### src/sv/rpn_pkg.sv
// rpn_pkg: shared types and codes of the RPN stack calculator.
// Used by rpn_stack_calculator; depends on nothing else.
package rpn_pkg;

  localparam int WORD_W = 32;

  typedef logic [WORD_W-1:0] word_t;
  typedef logic [2:0]        mode_t;
  typedef logic [1:0]        status_t;

  // Operation codes carried on the mode field
  localparam mode_t MODE_PUSH = 3'd0;
  localparam mode_t MODE_ADD  = 3'd1;
  localparam mode_t MODE_SUB  = 3'd2;
  localparam mode_t MODE_MUL  = 3'd3;
  localparam mode_t MODE_DIV  = 3'd4;
  localparam mode_t MODE_MOD  = 3'd5;

  // Status codes reported with each result word
  localparam status_t ST_OK    = 2'd0;
  localparam status_t ST_UNDER = 2'd1;
  localparam status_t ST_OVER  = 2'd2;
  localparam status_t ST_DIVZ  = 2'd3;

endpackage

### src/sv/rpn_stack_calculator.sv
// rpn_stack_calculator: postfix evaluation unit with an on-chip operand stack.
// Push goes straight to the output; add/sub/mul write back their result; divide/modulo
// first run 32 radix-2 steps of the shared divider, then a sign fix and write-back.
// One word in flight: the next input is accepted only after the result is registered.
// Synchronous active-high rst empties the stack; stack memory contents stay undefined,
// no clearing pass is needed.
module rpn_stack_calculator #(
  parameter int STACK_DEPTH = 32
) (
  input  logic                clk,
  input  logic                rst,
  // input channel
  input  logic                in_valid,
  output logic                in_stall,
  input  logic [2:0]          mode,
  input  logic signed [31:0]  operand_value,
  // result channel
  output logic                out_valid,
  input  logic                out_stall,
  output logic signed [31:0]  top_value,
  output logic [5:0]          stack_depth,
  output logic [1:0]          status
);

  // Pointer holds 0..STACK_DEPTH; memory address covers 0..STACK_DEPTH-1
  localparam int PW = $clog2(STACK_DEPTH + 1);
  localparam int AW = (STACK_DEPTH > 1) ? $clog2(STACK_DEPTH) : 1;
  localparam logic [PW-1:0] DEPTH_P   = PW'(STACK_DEPTH);
  localparam logic [5:0]    DEPTH_LOW = 6'(STACK_DEPTH % 64);
  localparam logic [4:0]    LAST_STEP = 5'(rpn_pkg::WORD_W - 1);

  // Sequencer states
  localparam logic [2:0] S_IDLE = 3'd0;
  localparam logic [2:0] S_EXEC = 3'd1;
  localparam logic [2:0] S_DIV  = 3'd2;
  localparam logic [2:0] S_FIX  = 3'd3;
  localparam logic [2:0] S_WB   = 3'd4;
  localparam logic [2:0] S_OUT  = 3'd5;

  logic [2:0]        state;
  logic [PW-1:0]     sp;         // number of entries in use
  rpn_pkg::mode_t    mode_q;
  rpn_pkg::word_t    val_q;
  rpn_pkg::word_t    top;        // cached copy of the top entry
  rpn_pkg::word_t    res;        // result waiting for write-back
  rpn_pkg::status_t  stat;

  // Divider registers: quo shifts the dividend out as quotient bits shift in
  rpn_pkg::word_t    quo;
  rpn_pkg::word_t    rem;
  rpn_pkg::word_t    den;
  logic              num_neg;
  logic              den_neg;
  logic [4:0]        cnt;

  // Stack memory, one write port and one registered read port
  rpn_pkg::word_t    mem [STACK_DEPTH];
  rpn_pkg::word_t    rd_data;    // entry below the top (left operand)
  logic              mem_we;
  logic [AW-1:0]     mem_wa;
  rpn_pkg::word_t    mem_wd;

  logic [PW-1:0]     sp_m2;
  logic [PW+5:0]     sp_ext;
  rpn_pkg::word_t    prod;
  logic [32:0]       rem_sh;
  logic [32:0]       diff;
  rpn_pkg::word_t    lhs_abs;
  rpn_pkg::word_t    rhs_abs;
  logic              out_load;

  assign in_stall = (state != S_IDLE);

  assign sp_m2   = sp - PW'(2);
  assign sp_ext  = {6'd0, sp};
  // Only the low word of the product is kept
  assign prod    = rd_data * top;
  assign lhs_abs = rd_data[31] ? (32'd0 - rd_data) : rd_data;
  assign rhs_abs = top[31] ? (32'd0 - top) : top;

  // One restoring divide step: shift in the next dividend bit, try a subtract
  assign rem_sh = {rem, quo[31]};
  assign diff   = rem_sh - {1'b0, den};

  // Load the output register when a result is ready and the register is free
  assign out_load = (state == S_OUT) && (!out_valid || !out_stall);

  // Write a pushed value at the pointer, or a result over the left operand
  always_comb begin
    mem_we = 1'b0;
    mem_wa = sp[AW-1:0];
    mem_wd = val_q;
    if (state == S_EXEC && mode_q == rpn_pkg::MODE_PUSH && sp != DEPTH_P) begin
      mem_we = 1'b1;
    end else if (state == S_WB) begin
      mem_we = 1'b1;
      mem_wa = sp_m2[AW-1:0];
      mem_wd = res;
    end
  end

  always_ff @(posedge clk) begin
    if (mem_we) begin
      mem[mem_wa] <= mem_wd;
    end
    // Read the left operand continuously; the pointer is stable after accept
    rd_data <= mem[sp_m2[AW-1:0]];
  end

  always_ff @(posedge clk) begin
    if (rst) begin
      state     <= S_IDLE;
      sp        <= '0;
      out_valid <= 1'b0;
    end else begin
      // Raise valid on a fresh result word, drop it once the consumer takes it
      if (out_load) begin
        out_valid <= 1'b1;
      end else if (out_valid && !out_stall) begin
        out_valid <= 1'b0;
      end

      case (state)
        S_IDLE: begin
          if (in_valid) begin
            mode_q <= mode;
            val_q  <= $unsigned(operand_value);
            state  <= S_EXEC;
          end
        end

        S_EXEC: begin
          case (mode_q)
            rpn_pkg::MODE_PUSH: begin
              state <= S_OUT;
              if (sp == DEPTH_P) begin
                stat <= rpn_pkg::ST_OVER;
              end else begin
                stat <= rpn_pkg::ST_OK;
                top  <= val_q;
                sp   <= sp + PW'(1);
              end
            end
            rpn_pkg::MODE_ADD, rpn_pkg::MODE_SUB, rpn_pkg::MODE_MUL,
            rpn_pkg::MODE_DIV, rpn_pkg::MODE_MOD: begin
              if (sp < PW'(2)) begin
                stat  <= rpn_pkg::ST_UNDER;
                state <= S_OUT;
              end else if (mode_q == rpn_pkg::MODE_ADD) begin
                stat  <= rpn_pkg::ST_OK;
                res   <= rd_data + top;
                state <= S_WB;
              end else if (mode_q == rpn_pkg::MODE_SUB) begin
                stat  <= rpn_pkg::ST_OK;
                res   <= rd_data - top;
                state <= S_WB;
              end else if (mode_q == rpn_pkg::MODE_MUL) begin
                stat  <= rpn_pkg::ST_OK;
                res   <= prod;
                state <= S_WB;
              end else if (top == 32'd0) begin
                stat  <= rpn_pkg::ST_DIVZ;
                state <= S_OUT;
              end else begin
                // Divide magnitudes, fix signs afterwards
                stat    <= rpn_pkg::ST_OK;
                quo     <= lhs_abs;
                den     <= rhs_abs;
                rem     <= '0;
                num_neg <= rd_data[31];
                den_neg <= top[31];
                cnt     <= '0;
                state   <= S_DIV;
              end
            end
            default: begin
              // Unused modes: no change, status ok
              stat  <= rpn_pkg::ST_OK;
              state <= S_OUT;
            end
          endcase
        end

        S_DIV: begin
          if (!diff[32]) begin
            rem <= diff[31:0];
            quo <= {quo[30:0], 1'b1};
          end else begin
            rem <= rem_sh[31:0];
            quo <= {quo[30:0], 1'b0};
          end
          cnt <= cnt + 5'd1;
          if (cnt == LAST_STEP) begin
            state <= S_FIX;
          end
        end

        S_FIX: begin
          // Remainder follows the dividend's sign, quotient truncates toward zero
          if (mode_q == rpn_pkg::MODE_MOD) begin
            res <= num_neg ? (32'd0 - rem) : rem;
          end else begin
            res <= (num_neg != den_neg) ? (32'd0 - quo) : quo;
          end
          state <= S_WB;
        end

        S_WB: begin
          top   <= res;
          sp    <= sp - PW'(1);
          state <= S_OUT;
        end

        S_OUT: begin
          // Hold until the output register is free
          if (out_load) begin
            top_value   <= (sp == '0) ? 32'sd0 : $signed(top);
            stack_depth <= sp_ext[5:0];
            status      <= stat;
            state       <= S_IDLE;
          end
        end

        default: begin
          state <= S_IDLE;
        end
      endcase
    end
  end

`ifndef NO_ASSERTIONS
  // Overflow is only reported against a full stack
  a_over_full: assert property (@(posedge clk) disable iff (rst)
    (out_valid && status == rpn_pkg::ST_OVER) |-> (stack_depth == DEPTH_LOW))
    else $error("overflow reported on a stack that is not full");

  // Underflow is only reported with fewer than two entries
  a_under_shallow: assert property (@(posedge clk) disable iff (rst)
    (out_valid && status == rpn_pkg::ST_UNDER) |-> (stack_depth < 6'd2))
    else $error("underflow reported with two or more entries");

  // The pointer moves only on a push or a write-back
  a_sp_moves: assert property (@(posedge clk) disable iff (rst)
    !$stable(sp) |-> ($past(state) == S_EXEC || $past(state) == S_WB))
    else $error("stack pointer changed outside push or write-back");

  // Pointer never passes the stack size
  a_sp_range: assert property (@(posedge clk) disable iff (rst)
    (state == S_EXEC) |=> (sp <= DEPTH_P))
    else $error("stack pointer beyond stack size");
`endif

endmodule
### config.mk
export PLATFORM = sky130hd
export DESIGN_NAME = rpn_stack_calculator
export DESIGN_NICKNAME = d
export VERILOG_FILES = /design/src/sv/rpn_pkg.sv /design/src/sv/rpn_stack_calculator.sv
export SDC_FILE = /design/constraint.sdc
export NUM_CORES = 2
export LEC_CHECK = 0
export CORE_MARGIN = 5
export CORE_UTILIZATION = 30
export DETAILED_ROUTE_END_ITERATION = 7
export DONT_BUFFER_PORTS = 1
export GPL_TIMING_DRIVEN = 0
export MAX_ROUTING_LAYER = met4
export PLACE_DENSITY = 0.5
export SLEW_MARGIN = 20
export SYNTH_ARGS = -nofsm -noshare
export SYNTH_HDL_FRONTEND = slang
export SYNTH_SLANG_ARGS = --single-unit
### constraint.sdc
create_clock -name clk -period 7.59 [get_ports clk]
set_input_delay 0.3795 -clock clk [delete_from_list [all_inputs] [get_ports clk]]
set_output_delay 0.3795 -clock clk [all_outputs]
set_load 0.005 [all_outputs]
## After elaboration in Yosys (flattened, before gate mapping)

Memories as Yosys holds them, arrays and structs flattened. A register that Yosys moved wholly into a read port is not among the register bits.
Index checks and enable logic that the tools add are counted.

| word-level totals | value |
|---|---|
| register bits after elaboration | 254 |
| RAM bits | 1,024 |
| input bits | 39 |
| output and inout bits | 42 |
| word-level logic and storage cells | 157 |
| memories | 1 |

| cells by class | value |
|---|---|
| add/subtract/negate cells | 11 |
| multipliers | 1 |
| $lt $le $gt $ge | 1 |
| eq/ne operators | 26 |
| mux-type cells | 67 |
| bitwise operators | 6 |
| reductions and logical operators | 26 |

Memories:

| name | words | bits a word | rd ports | clocked after Yosys merged registers in | write ports | RTL line | text |
|---|---|---|---|---|---|---|---|
| mem | 32 | 32 | 1 | 1 | 1 | rpn_stack_calculator.sv:57 | `rpn_pkg::word_t mem [STACK_DEPTH];` |

Operator list:

| operator | count |
|---|---|
| 2-to-1 mux 32 bit | 26 |
| case mux 32 bit (2 select lines) | 4 |
| subtractor 1 x 32 -> 32 bit (first input constant) | 4 |
| 2-to-1 mux 5 bit | 8 |
| subtractor 33 x 32 -> 33 bit | 1 |
| adder 32 bit | 1 |
| zero test 32 bit | 1 |
| multiplier 32 x 32 -> 32 bit | 1 |
| subtractor 32 bit | 1 |
| 2-to-1 mux 31 bit | 1 |
| 2-to-1 mux 3 bit | 9 |
| != test 2 bit (second input constant) | 9 |
| case mux 3 bit (6 select lines) | 1 |
| AND reduction 8 bit | 2 |
| == test 3 x 2 -> 1 bit (second input constant) | 4 |
| == test 3 bit (second input constant) | 4 |
| 2-to-1 mux 2 bit | 6 |
| 2-to-1 mux 6 bit | 2 |
| case mux 6 bit (2 select lines) | 1 |
| AND reduction 3 bit | 4 |
| case mux 5 bit (2 select lines) | 1 |
| nonzero test 2 bit | 4 |
| 2-to-1 mux 1 bit | 7 |
| adder 6 x 1 -> 6 bit (second input constant) | 1 |
| 23 further kinds | 35 |

## Logic depth before layout (Yosys ltp)

| logic depth | value |
|---|---|
| word-level depth | 9 |
| mapped depth | 28 |
| mapped depth without buffers | 26 |

## Worst setup path before layout

No wires, ideal clock.

| path | value |
|---|---|
| path kind | flip-flop to flip-flop |
| from | register rd_data[15], read port of mem |
| to | register res[30] (data pin) |
| setup time | 180 ps |
| data arrival time | 7,096 ps |
| data required time | 7,410 ps |
| setup slack | 314 ps |
| stages on the path, launching flop included | 27 |
| buffers on the path | 2 |
| clock period less this slack | 7,276 ps |
| cell sequence | dfxtp_1 clkbuf_1 clkbuf_1 and2_1 fa_1 inv_1 fa_1 fa_1 fa_1 inv_1 fa_1 inv_1 fa_1 inv_1 fa_1 fa_1 ha_1 a21o_1 a21o_1 a21oi_1 nor3b_1 a2111oi_0 o21ai_0 a21oi_1 o21ai_0 xnor2_1 a221oi_1 |

| between the ends | value |
|---|---|
| word-level cells in the longest chain between the ends | 7 |
| elaborated cells between the ends (all ways) | 9 |
| those cells by class | 2 x add/sub; 1 x mul; 6 x mux |

Ends and longest elaborated chain:

| what | RTL line | text |
|---|---|---|
| from (decl) | rpn_stack_calculator.sv:58 | `rpn_pkg::word_t rd_data;` |
| multiplier 32 x 32 -> 32 bit | rpn_stack_calculator.sv:77 | `assign prod = rd_data * top;` |
| 2-to-1 mux 32 bit | rpn_stack_calculator.sv:157 | `end else if (mode_q == rpn_pkg::MODE_MUL) begin` |
| 2-to-1 mux 32 bit | rpn_stack_calculator.sv:153 | `end else if (mode_q == rpn_pkg::MODE_SUB) begin` |
| 2-to-1 mux 32 bit * | rpn_stack_calculator.sv:149 | `end else if (mode_q == rpn_pkg::MODE_ADD) begin` |
| 2-to-1 mux 32 bit * | rpn_stack_calculator.sv:146 | `if (sp < PW'(2)) begin` |
| 2-to-1 mux 32 bit * | rpn_stack_calculator.sv:133 | `case (mode_q)` |
| case mux 32 bit (2 select lines) * | rpn_stack_calculator.sv:123 | `case (state)` |
| to (signal assigned) | rpn_stack_calculator.sv:151 | `res <= rd_data + top;` |
| to (signal assigned) | rpn_stack_calculator.sv:155 | `res <= rd_data - top;` |
| to (signal assigned) | rpn_stack_calculator.sv:159 | `res <= prod;` |
| to (decl) | rpn_stack_calculator.sv:45 | `rpn_pkg::word_t res;` |

Mark *: on every way between the ends. The rest lies on a longest branch, timed or not. The select of a mux whose other input is x is not followed.
A chain may end at the register's enable or synchronous reset.

## Final worst setup path

| path | value |
|---|---|
| from | register top[12] |
| to | register res[31] (data pin) |

| between the ends | value |
|---|---|
| word-level cells in the longest chain between the ends | 7 |
| elaborated cells between the ends (all ways) | 9 |
| those cells by class | 2 x add/sub; 1 x mul; 6 x mux |

Ends and longest elaborated chain:

| what | RTL line | text |
|---|---|---|
| from (decl) | rpn_stack_calculator.sv:44 | `rpn_pkg::word_t top;` |
| from (signal assigned) | rpn_stack_calculator.sv:140 | `top <= val_q;` |
| from (signal assigned) | rpn_stack_calculator.sv:209 | `top <= res;` |
| multiplier 32 x 32 -> 32 bit | rpn_stack_calculator.sv:77 |  |
| 2-to-1 mux 32 bit | rpn_stack_calculator.sv:157 |  |
| 2-to-1 mux 32 bit | rpn_stack_calculator.sv:153 |  |
| 2-to-1 mux 32 bit * | rpn_stack_calculator.sv:149 |  |
| 2-to-1 mux 32 bit * | rpn_stack_calculator.sv:146 |  |
| 2-to-1 mux 32 bit * | rpn_stack_calculator.sv:133 |  |
| case mux 32 bit (2 select lines) * | rpn_stack_calculator.sv:123 |  |

Marks and branches as above.

==> impl_metrics.env <==
export IMPL_status="finished, violations left"
export IMPL_violations="setup timing"
export IMPL_rsz0062_at_grt="true"
export IMPL_drt_iter0_markers=4238
export IMPL_finalCritPeriodShare_pct=105
export IMPL_antenna_found_initial=25
export IMPL_ant_nets=0
export IMPL_syn_nets=5945
export IMPL_cts_buffer_depth=3
export IMPL_rrSetupSlack_ns=-0.35
export IMPL_hold_path_class="primary input to flip-flop"
export IMPL_fin_util_pct=35.3
export IMPL_synthCells=5266
export IMPL_timing_slew_headroom_pct=13.0
export IMPL_ys_seq_area_share_pct=53.2
export IMPL_maxSlewViolCount=0
export IMPL_num_rows=181
export IMPL_dieArea_um2=254000
export IMPL_syn_area_per_cell_um2=13.9
export IMPL_tritoncts="done"
export IMPL_yosys_area_top_type="edfxtp_1"
export IMPL_drive_gt1_share_pct=18.1
export IMPL_crit_required_ns=8.04
export IMPL_core_area_um2=243000
export IMPL_first_pass_iters=6
export IMPL_cts_sinks=1310
export IMPL_setup_violations=4
export IMPL_io_buffers=0
export IMPL_fp_dieH_um=504
export IMPL_final_common_cell="edfxtp_1"
export IMPL_min_path_cells=2
export IMPL_viasPerCell=5.15
export IMPL_remaining_drc_errors=0
export IMPL_globalRouteOverflowTotal=0
export IMPL_synth_top_flop_cell="edfxtp_1"
export IMPL_grt_usage_pct=20.2
export IMPL_crit_type="flip-flop to flip-flop"
export IMPL_cap_viol_max_count=0
export IMPL_htreeDepth=4
export IMPL_ios=81
export IMPL_nNetsFinal=6247
export IMPL_hold_viol=0
export IMPL_finalClockSkew_ns=0.0549
export IMPL_startpoint_type="flip-flop"
export IMPL_die_w_um=504
export IMPL_arrival_ns=8.39
export IMPL_cts_root_buffer="clkbuf_16"
export IMPL_syn2layout_area_growth_pct=17.2
export IMPL_gp_congestion=0.979
export IMPL_worstMarginPinSlew_ns=1.29
export IMPL_fillCellCount=23500
export IMPL_final_cell_mix="1268 x edfxtp_1, 488 x inv_1, 477 x nand2_1, 393 x fa_1, 320 x mux4_2"
export IMPL_wire_per_inst_um=28.6
export IMPL_fin_ws_ns=-0.348
export IMPL_via_count=45800
export IMPL_fin_crit_ns=7.94
export IMPL_grt_first_pass_wirelength_mm=358
export IMPL_reg2reg_to="res[31]"
export IMPL_holdPathEnd="sp[2]"
export IMPL_synth_cell_type_count=83
export IMPL_synth_top_area_share_pct=52.0
export IMPL_r2r_start="top[12]"
export IMPL_worstSetupEndpointType="flip-flop"
export IMPL_fmax_ghz=0.126
export IMPL_grt_pass1_vias=46500
export IMPL_path_clk_slew_ns=0.06
export IMPL_synth_seq_cells=1310
export IMPL_ys_warn_count=0
export IMPL_start_util_pct=30.1
export IMPL_r2r_cells=23
export IMPL_async_reset_ff_share_pct=0
export IMPL_grt_max_degree=46
export IMPL_dpl_hpwl_mm=191
export IMPL_worstPathMaxFanout=6
export IMPL_clk_latency_ns=0.78
export IMPL_wirelength_mm=254
export IMPL_synth_edf_count=1268
export IMPL_syn_area_um2=73200
export IMPL_yosys_top_cells_area="edfxtp_1 52%, fa_1 11%, mux4_2 9.8%"
export IMPL_hold_start="rst"
export IMPL_tritoncts_num_buffers=135
-- stage by stage --
stage               hold slack [ns]  setup TNS [ns]  area (um2)  worst slack [ns]  instances
finish                       0.0679          -0.909       85800            -0.348       8885
global route                 0.0907           -1.48       85800            -0.419       8876
CTS                          0.0178           -1.19       85200            -0.367       8855
detailed placement            0.455          -30.57       78800             -2.70       8526
global placement              0.448        -1221.13       77200             -3.20       8468
floorplan                     0.400               0       73200             0.314       5266
-- worst max-delay path by stage --
stage | start | end | slack, ns | cells after the start
2_1_floorplan | rd_data[15] | res[30] | 0.31 | 26
3_3_place_gp | top[3] | res[31] | -3.20 | 23
3_5_place_dp | rd_data[5] | res[30] | -2.70 | 24
4_1_cts | top[2] | res[31] | -0.37 | 23
5_1_grt | top[5] | res[31] | -0.42 | 23
6_report | top[12] | res[31] | -0.35 | 23
-- worst max-delay path, stage by stage (launching register included) --
cell and delay (ns):
edfxtp_1 0.51, buf_4 0.31, ha_2 0.36, fa_1 0.45, inv_1 0.09, fa_2 0.47
fa_1 0.51, fa_1 0.43, fa_1 0.50, inv_1 0.06, fa_1 0.54, fa_1 0.43
fa_2 0.60, ha_4 0.24, nand2_4 0.09, o21ai_2 0.07, or3_4 0.34, a221oi_4 0.35
a31oi_4 0.16, buf_6 0.15, o41ai_4 0.46, xnor2_2 0.19, nor2_2 0.20, o32ai_2 0.13
-- kinds of logic (layout without fill, tap and decap cells) --
kind of cell    after synthesis  after routing  share of synthesized area (%)
mux                         388            388                           10.8
simple gates               1298           1298                           8.46
compound gates              602            602                           5.35
buf+inv                     774           1178                           3.98
other cells                   0             13                              0
flops                      1310           1310                           53.2
xor+xnor                    254            254                           3.04
fa+ha+maj                   640            640                           15.2
-- cell usage after synthesis, types with 36 or more instances --
cell / count
a21oi_1: 142
and2_1: 265
clkbuf_1: 234
dfxtp_1: 42
edfxtp_1: 1268
fa_1: 412
ha_1: 228
inv_1: 495
mux4_2: 320
nand2_1: 505
nand3_1: 36
nor2_1: 283
nor3_1: 36
o21ai_0: 155
o31ai_1: 38
xnor2_1: 159
xor2_1: 95
-- cell type report --
type	count	area (um2)	area share, %
Antenna cell	13	32.5	0.0379
Multi-Input combinational cell	3182	32500	37.9
Clock buffer	174	3630	4.23
Inverter	497	1880	2.19
Sequential cell	1310	39000	45.4
Timing Repair Buffer	165	2330	2.71
Buffer	277	1820	2.12
Clock inverter	65	634	0.740
Tap cell	3202	4010	4.67
-- layer usage --
| layer | vias up | track usage, % | routed length (um) |
|---|---|---|---|
| li1 | 19600 | - | - |
| met1 | 24300 | 25.7 | 105000 |
| met2 | 1528 | 33.5 | 125000 |
| met3 | 417 | 2.70 | 13900 |
| met4 | 0 | 6.74 | 10500 |
| met5 | - | - | 0 |
-- timing repair --
item,4_1_cts,5_1_grt
resized for setup,356,94
endpoints found under the setup margin,22,15
buffers inserted,52,15
hold buffers,37,0
pin swaps,66,50
gates cloned,1,0
endpoints found under the hold margin,54,0
-- sequential cells by signal, indices dropped and copies added, names as in the netlist, 3 cells and up --
name / count
stack_depth: 6
val_q: 32
mode_q: 3
res: 32
top_value: 32
top: 32
state: 3
quo: 32
sp: 6
rem: 32
cnt: 5
den: 32
rd_data: 32
mem: 1024
Power is not shown: default switching activity piles up to over one toggle a cycle in this logic, so the estimate is an artifact.
